<file path="src/rtl/gbte_pkg.sv">
// ----------------------------------------------------------------------------
// gbte_pkg
// shared constants, codes and controller/datapath interface types
// ----------------------------------------------------------------------------
package gbte_pkg;

	localparam int LEN_W        = 13;
	localparam int CAPACITY_DEF = 4096;
	localparam int ROUND_STEP   = 4 << 10;
	localparam int ROUND_SH     = $clog2(ROUND_STEP);
	localparam int REQ_W        = 15;
	localparam int SHIFT_W      = 14;
	localparam int S_TDATA_W    = 64;
	localparam int M_TDATA_W    = 56;
	localparam int TUSER_W      = 2;
	localparam int PADDR_W      = 3;
	localparam int PDATA_W      = 32;

	// register index of buffer_limit
	localparam int REG_BUFFER_LIMIT = 0;

	typedef enum logic [1:0] {
		REQ_REPLACE = 2'd0,
		REQ_DATA    = 2'd1,
		REQ_READ    = 2'd2
	} req_type_t;

	typedef enum logic [1:0] {
		ST_OK      = 2'd0,
		ST_NO_ROOM = 2'd1,
		ST_BAD     = 2'd2,
		ST_ORDER   = 2'd3
	} status_t;

	typedef enum logic [1:0] {
		S_IDLE,
		S_EXEC,
		S_MOVE,
		S_READ
	} ctrl_state_t;

	typedef struct packed {
		logic capture;
		logic exec;
		logic move_run;
		logic read_out;
	} dp_cmd_t;

	typedef struct packed {
		logic need_move;
		logic need_read;
		logic move_busy;
	} dp_stat_t;

endpackage

</file>
<file path="src/rtl/gbte_ctrl.sv">
// ----------------------------------------------------------------------------
// gbte_ctrl
// sequencer: takes a beat, executes it, runs the gap move or the store read,
// and owns the valid flag of the output register
// ----------------------------------------------------------------------------
module gbte_ctrl (
	input  logic               clk,
	input  logic               arst_n,
	input  logic               s_tvalid,
	output logic               s_tready,
	output logic               m_tvalid,
	input  logic               m_tready,
	output gbte_pkg::dp_cmd_t  cmd,
	input  gbte_pkg::dp_stat_t stat
);
	import gbte_pkg::*;

	ctrl_state_t state_q, state_d;
	logic        out_valid_q;
	logic        out_free;
	logic        out_set;

	assign out_free = !out_valid_q || m_tready;
	assign m_tvalid = out_valid_q;

	always_ff @(posedge clk or negedge arst_n) begin
		if (!arst_n) begin
			state_q <= S_IDLE;
		end else begin
			state_q <= state_d;
		end
	end

	always_comb begin
		state_d  = state_q;
		cmd      = '0;
		s_tready = 1'b0;
		out_set  = 1'b0;
		unique case (state_q)
			S_IDLE: begin
				s_tready    = 1'b1;
				cmd.capture = s_tvalid;
				if (s_tvalid) begin
					state_d = S_EXEC;
				end
			end
			S_EXEC: begin
				if (out_free) begin
					cmd.exec = 1'b1;
					if (stat.need_move) begin
						out_set = 1'b1;
						state_d = S_MOVE;
					end else if (stat.need_read) begin
						state_d = S_READ;
					end else begin
						out_set = 1'b1;
						state_d = S_IDLE;
					end
				end
			end
			S_MOVE: begin
				cmd.move_run = 1'b1;
				if (!stat.move_busy) begin
					state_d = S_IDLE;
				end
			end
			S_READ: begin
				cmd.read_out = 1'b1;
				out_set      = 1'b1;
				state_d      = S_IDLE;
			end
			default: begin
				state_d = S_IDLE;
			end
		endcase
	end

	always_ff @(posedge clk or negedge arst_n) begin
		if (!arst_n) begin
			out_valid_q <= 1'b0;
		end else if (out_set) begin
			out_valid_q <= 1'b1;
		end else if (m_tready) begin
			out_valid_q <= 1'b0;
		end
	end

	// the store read result always finds the output register free
	a_read_out_free: assert property (@(posedge clk) disable iff (!arst_n)
		state_q == S_READ |-> !out_valid_q)
		else $error("read result would overwrite a pending beat");

	// a move is only started together with its result beat
	a_move_entry: assert property (@(posedge clk) disable iff (!arst_n)
		state_q == S_EXEC && state_d == S_MOVE |=> out_valid_q)
		else $error("move started without result beat");

endmodule

</file>
<file path="config.mk">
export PLATFORM = sky130hd
export DESIGN_NAME = gbte_ctrl
export DESIGN_NICKNAME = d
export VERILOG_FILES = /design/src/rtl/gbte_pkg.sv /design/src/rtl/gbte_ctrl.sv
export SDC_FILE = /design/constraint.sdc
export NUM_CORES = 1
export LEC_CHECK = 0
export BUFFER_PORTS_ARGS = -buffer_cell sky130_fd_sc_hd__clkbuf_2
export CAP_MARGIN = 20
export CORE_AREA = 8 8 45 47
export CTS_CLUSTER_SIZE = 14
export DETAILED_ROUTE_END_ITERATION = 8
export DIE_AREA = 0 0 53 55
export SETUP_SLACK_MARGIN = 0.02
export SLEW_MARGIN = 5
export SYNTH_ARGS = -nofsm -noshare
export SYNTH_HDL_FRONTEND = slang
export SYNTH_SLANG_ARGS = --single-unit
</file>
<file path="constraint.sdc">
create_clock -name clk -period 1.2 [get_ports clk]
set_clock_uncertainty 0.05 [all_clocks]
set_input_delay 0.12 -clock clk [delete_from_list [all_inputs] [get_ports clk]]
set_output_delay 0.12 -clock clk [all_outputs]
set_load 0.01 [all_outputs]
</file>
# After elaboration in Yosys (flattened, before gate mapping)

Cells that the tools add are included.

Add/subtract/negate cells: 0
Multipliers: 0
Divide/modulo/power cells: 0
Magnitude comparators: 0
Eq/ne operators: 6
Shift-type cells: 0
Mux-type cells: 18
Bitwise operators: 0
Reduce and logical (&&, ||, !) cells: 5

Operators with widths:

| kind               | number |
|---|---|
| $mux 1             | 11 |
| $mux 2             | 5 |
| $pmux 2 s4         | 1 |
| $ne 2x2->1 const B | 3 |
| $eq 2x2->1 const B | 2 |
| $reduce_and 3->1   | 1 |
| $eq 2x1->1 const B | 1 |
| $logic_not 2->1    | 1 |
| $pmux 1 s2         | 1 |
| $reduce_bool 2->1  | 1 |
| $logic_not 1->1    | 1 |
| $logic_or 1x1->1   | 1 |

Bits in registers: 3
Bits in latches: 0
RAM bits: 0
ROM bits: 0
Input port bits: 7
Output and inout bits: 6
Logic and storage cells: 31
Memories: 0

# Longest topological paths before layout

Depth after elaboration: 5
Gate-level depth with buffers: 2
Depth with buffers taken out: 2

# Worst setup path before layout

No wires, ideal clock.

Kind: reg-to-output
From: register state_q[1]
To: output port cmd[3] in the netlist's numbering
Arrival: 0.816 ns
Required time: 1.030 ns
Slack: 0.214 ns
Stages on the path, launching flop included: 3
Buffers on the path: 0
Cells stage by stage: dfrtp_1 -> nor2_1 -> and2_1

RTL lines:

| item                     | RTL line        | source |
|---|---|---|
| start: declaration       | gbte_ctrl.sv:18 | `ctrl_state_t state_q, state_d;` |
| start signal: assignment | gbte_ctrl.sv:30 | `state_q <= state_d;` |
| end: declaration         | gbte_ctrl.sv:13 | `output gbte_pkg::dp_cmd_t cmd,` |

==> results.py <==
metrics = {
    "placement": {
        "placed_area_um2": 263,
        "hpwl_um": 456,
        "place.gp.congestion": 0.655,
        "dp.cells": 48,
        "portBuffers": 12,
    },
    "worst_setup_path": {
        "crit_type": "flop to primary output",
        "crit_buf_inv": 1,
        "required_ns": 1.03,
        "path_delay_family": "flip-flops",
        "r2r_start": "state_q[0]$_DFFE_PN0P_",
        "r2r-end": "state_q[0]$_DFFE_PN0P_",
        "crit_slowest_cell": "dfrtp_2",
        "max_stage_delay_ns": 0.43,
        "r2r_cells": 3,
        "r2r_setup_slack_ns": 0.12,
        "critical_path_peak_fanout": 4,
        "crit_arrival_ns": 1.02,
        "end_kind": "primary output",
        "cp_cell_sequence": "nor2_2 > and2_1 > buf_2",
        "critPathLaunchType": "flop",
    },
    "logic_synthesis": {
        "syn_area_per_cell_um2": 9.13,
        "ys_types": 13,
        "syn_area_um2": 183,
        "ys_warn_count": 0,
        "netlist.area_leader.share_pct": 41.1,
        "synth_adder_area_share_pct": 0,
        "syn_inst": 20,
        "synth_nets": 27,
        "synth_xor_xnor_area_share_pct": 0,
        "synthTopCellsByArea": "dfrtp_1, nand2b_1, nor2_1, o31ai_2, a311oi_1",
        "synth.largest_area_cell": "dfrtp_1",
        "synthMuxAreaShare_pct": 0,
        "synth_top_family_by_area": "simple AND/OR/NAND/NOR gates",
        "seq_area_frac_synth_pct": 41.1,
        "synth_compound_area_share_pct": 14.4,
        "synthSimpleGateAreaFrac_pct": 42.5,
        "ys_ff_latch": 3,
    },
    "cells_and_area": {
        "design_area_um2": 363,
        "fin_nets": 48,
        "final_util_pct": 26.2,
        "layout.cells.non_filler": 56,
        "fill_cells": 159,
        "layout-drive-gt1-share_pct": 67.5,
        "syn2layout_area_growth_pct": 98.6,
        "diodes": 0,
    },
    "floorplanning": {
        "rows": 14,
        "core-area_um2": 1380,
        "num_io_pins": 13,
        "die_w_um": 53,
        "die-area_um2": 2920,
        "start_util_pct": 13.2,
        "die_h_um": 55,
    },
    "pwr": {
        "p_leak_nw": 0.178,
        "peakVddDrop_mv": 0.441,
        "powerDensity_nw_per_um2": 2610,
    },
    "detailed_routing": {
        "routed.top_layer": "met3",
        "met3WireLength_um": 70,
        "detail_route.drc_violations": 0,
        "vias": 209,
        "route.layer.met1.wl_um": 174,
        "avgViaCountPerCell": 3.73,
        "drt_pass1_iterations": 4,
        "wl_met2_um": 378,
        "drtIter0Drc": 3,
        "finalWirelength_um": 624,
        "antenna_left": 0,
        "wl_per_cell_um": 11.1,
    },
    "hold_path": {
        "hp-class": "input pin to flop",
        "hold_path_depth": 3,
        "hp-start": "stat[0]",
        "holdPathEnd": "state_q[1]$_DFFE_PN0P_",
    },
    "global_route": {
        "grt_pass1_wl_um": 1010,
        "antenna_found_initial": 0,
        "grt_max_degree": 6,
        "grt_usage_pct": 5.25,
        "grt_pass1_vias": 244,
        "grt_overflow": 0,
    },
    "sta": {
        "fin_crit_sh_pct": 99.5,
        "setup_tns_ns": 0,
        "max_slew_margin_pct": 84.5,
        "drv_slew": 0,
        "fin_crit_ns": 1.19,
        "hold_viol": 0,
        "hold_ws_ns": 0.0960,
        "max_freq_mhz": 838,
        "worstMarginPinSlew_ns": 0.231,
        "rsz0062_at_grt": "true",
        "setup_viol_count_final": 0,
    },
    "run_status": {
        "status": "completed",
    },
    "run": {
        "cap_violations": 0,
    },
    "clock_tree": {
        "cts.sinks": 3,
        "clock_latency_ns": 0.23,
        "tritoncts": "done",
        "path_clk_slew_ns": 0.04,
        "cts_max_level": 1,
        "clockRootBuffer": "clkbuf_4",
        "clockBufferDepth": 2,
        "cts_buffers": 3,
    },
}
-- what timing repair did --
action	4_1_cts	5_1_grt
pin swaps	0	2
hold endpoints to repair	3	0
buffers inserted	3	0
resized for setup	7	4
hold buffers	1	0
setup endpoints to repair	4	3
-- where the power goes --
group	total, W	internal, W	switching (W)	leakage (nW)
sequential	0.000225	0.000161	0.0000645	0.0342
combinational	0.000546	0.000323	0.000224	0.129
clock	0.000176	0.000125	0.0000518	0.0150
-- flip-flops by register name (all words and copies together), names as in the netlist --
signal,count
m_tvalid,1
state_q,2
-- cell usage in the layout (no fill, tap or decap), types with 2 or more instances in the layout --
cell type  Yosys  final
buf_4          0      2
nand2b_1       3      2
clkbuf_2       0      9
nor2_1         4      2
buf_2          0      2
nor2_2         0      2
clkbuf_4       0      3
dfrtp_2        0      2
-- cells in the mapped netlist --
library cell and count:
nor2b_1 1, and2b_2 1, nor2_1 4, o31ai_2 1
nor3b_1 1, and2_1 1, o21ai_1 1, nand2b_1 3
nand3b_1 1, inv_1 1, dfrtp_1 3, a311oi_1 1
and2_2 1
-- final cells by class --
| class | instances | area, um^2 | area share (%) |
|---|---|---|---|
| multi-input cells | 16 | 124 | 34.1 |
| repair buffers | 16 | 111 | 30.7 |
| flip-flops and latches | 3 | 77.6 | 21.4 |
| clock buffers | 4 | 26.3 | 7.24 |
| well taps | 16 | 20.0 | 5.52 |
| inverters | 1 | 3.75 | 1.03 |
-- worst max-delay path by stage --
stage | start | endpoint | slack, ns | cells after the start
floorplan | state_q[1]$_DFFE_PN0P_ | cmd[3] | 0.21 | 2
global placement | state_q[1]$_DFFE_PN0P_ | cmd[2] | 0.17 | 3
detailed placement | state_q[1]$_DFFE_PN0P_ | cmd[2] | 0.17 | 3
CTS | state_q[1]$_DFFE_PN0P_ | cmd[3] | -0.01 | 3
global route | state_q[0]$_DFFE_PN0P_ | cmd[3] | -0.07 | 3
finish | state_q[0]$_DFFE_PN0P_ | cmd[3] | 0.007 | 3
-- metal layers --
| metal | vias up | global-route usage (%) |
|---|---|---|
| li1 | 108 | - |
| met1 | 94 | 3.36 |
| met2 | 7 | 8.79 |
| met3 | 0 | 2.94 |
| met4 | 0 | 7.76 |
| met5 | - | 0 |
-- stage by stage --
| stage | worst slack [ns] | total power (W) |
|---|---|---|
| after global routing | -0.0680 | 0.00103 |
| after detailed placement | 0.166 | 0.000563 |
| after global placement | 0.171 | 0.000552 |
| after CTS | -0.0126 | 0.000952 |
| final | 0.00658 | 0.000948 |
| after floorplan | 0.214 | 0.000413 |
-- logic make-up after synthesis --
group / after synthesis
AO/OA/AOI/OAI: 3
AND/OR/NAND/NOR: 13
flip-flops: 3
buffers and inverters: 1
-- worst min-delay path: stages --
cell	delay, ns
clkbuf_2	0.07
nand3b_1	0.08
o31ai_2	0.06
(Power assumes the default switching activity.)
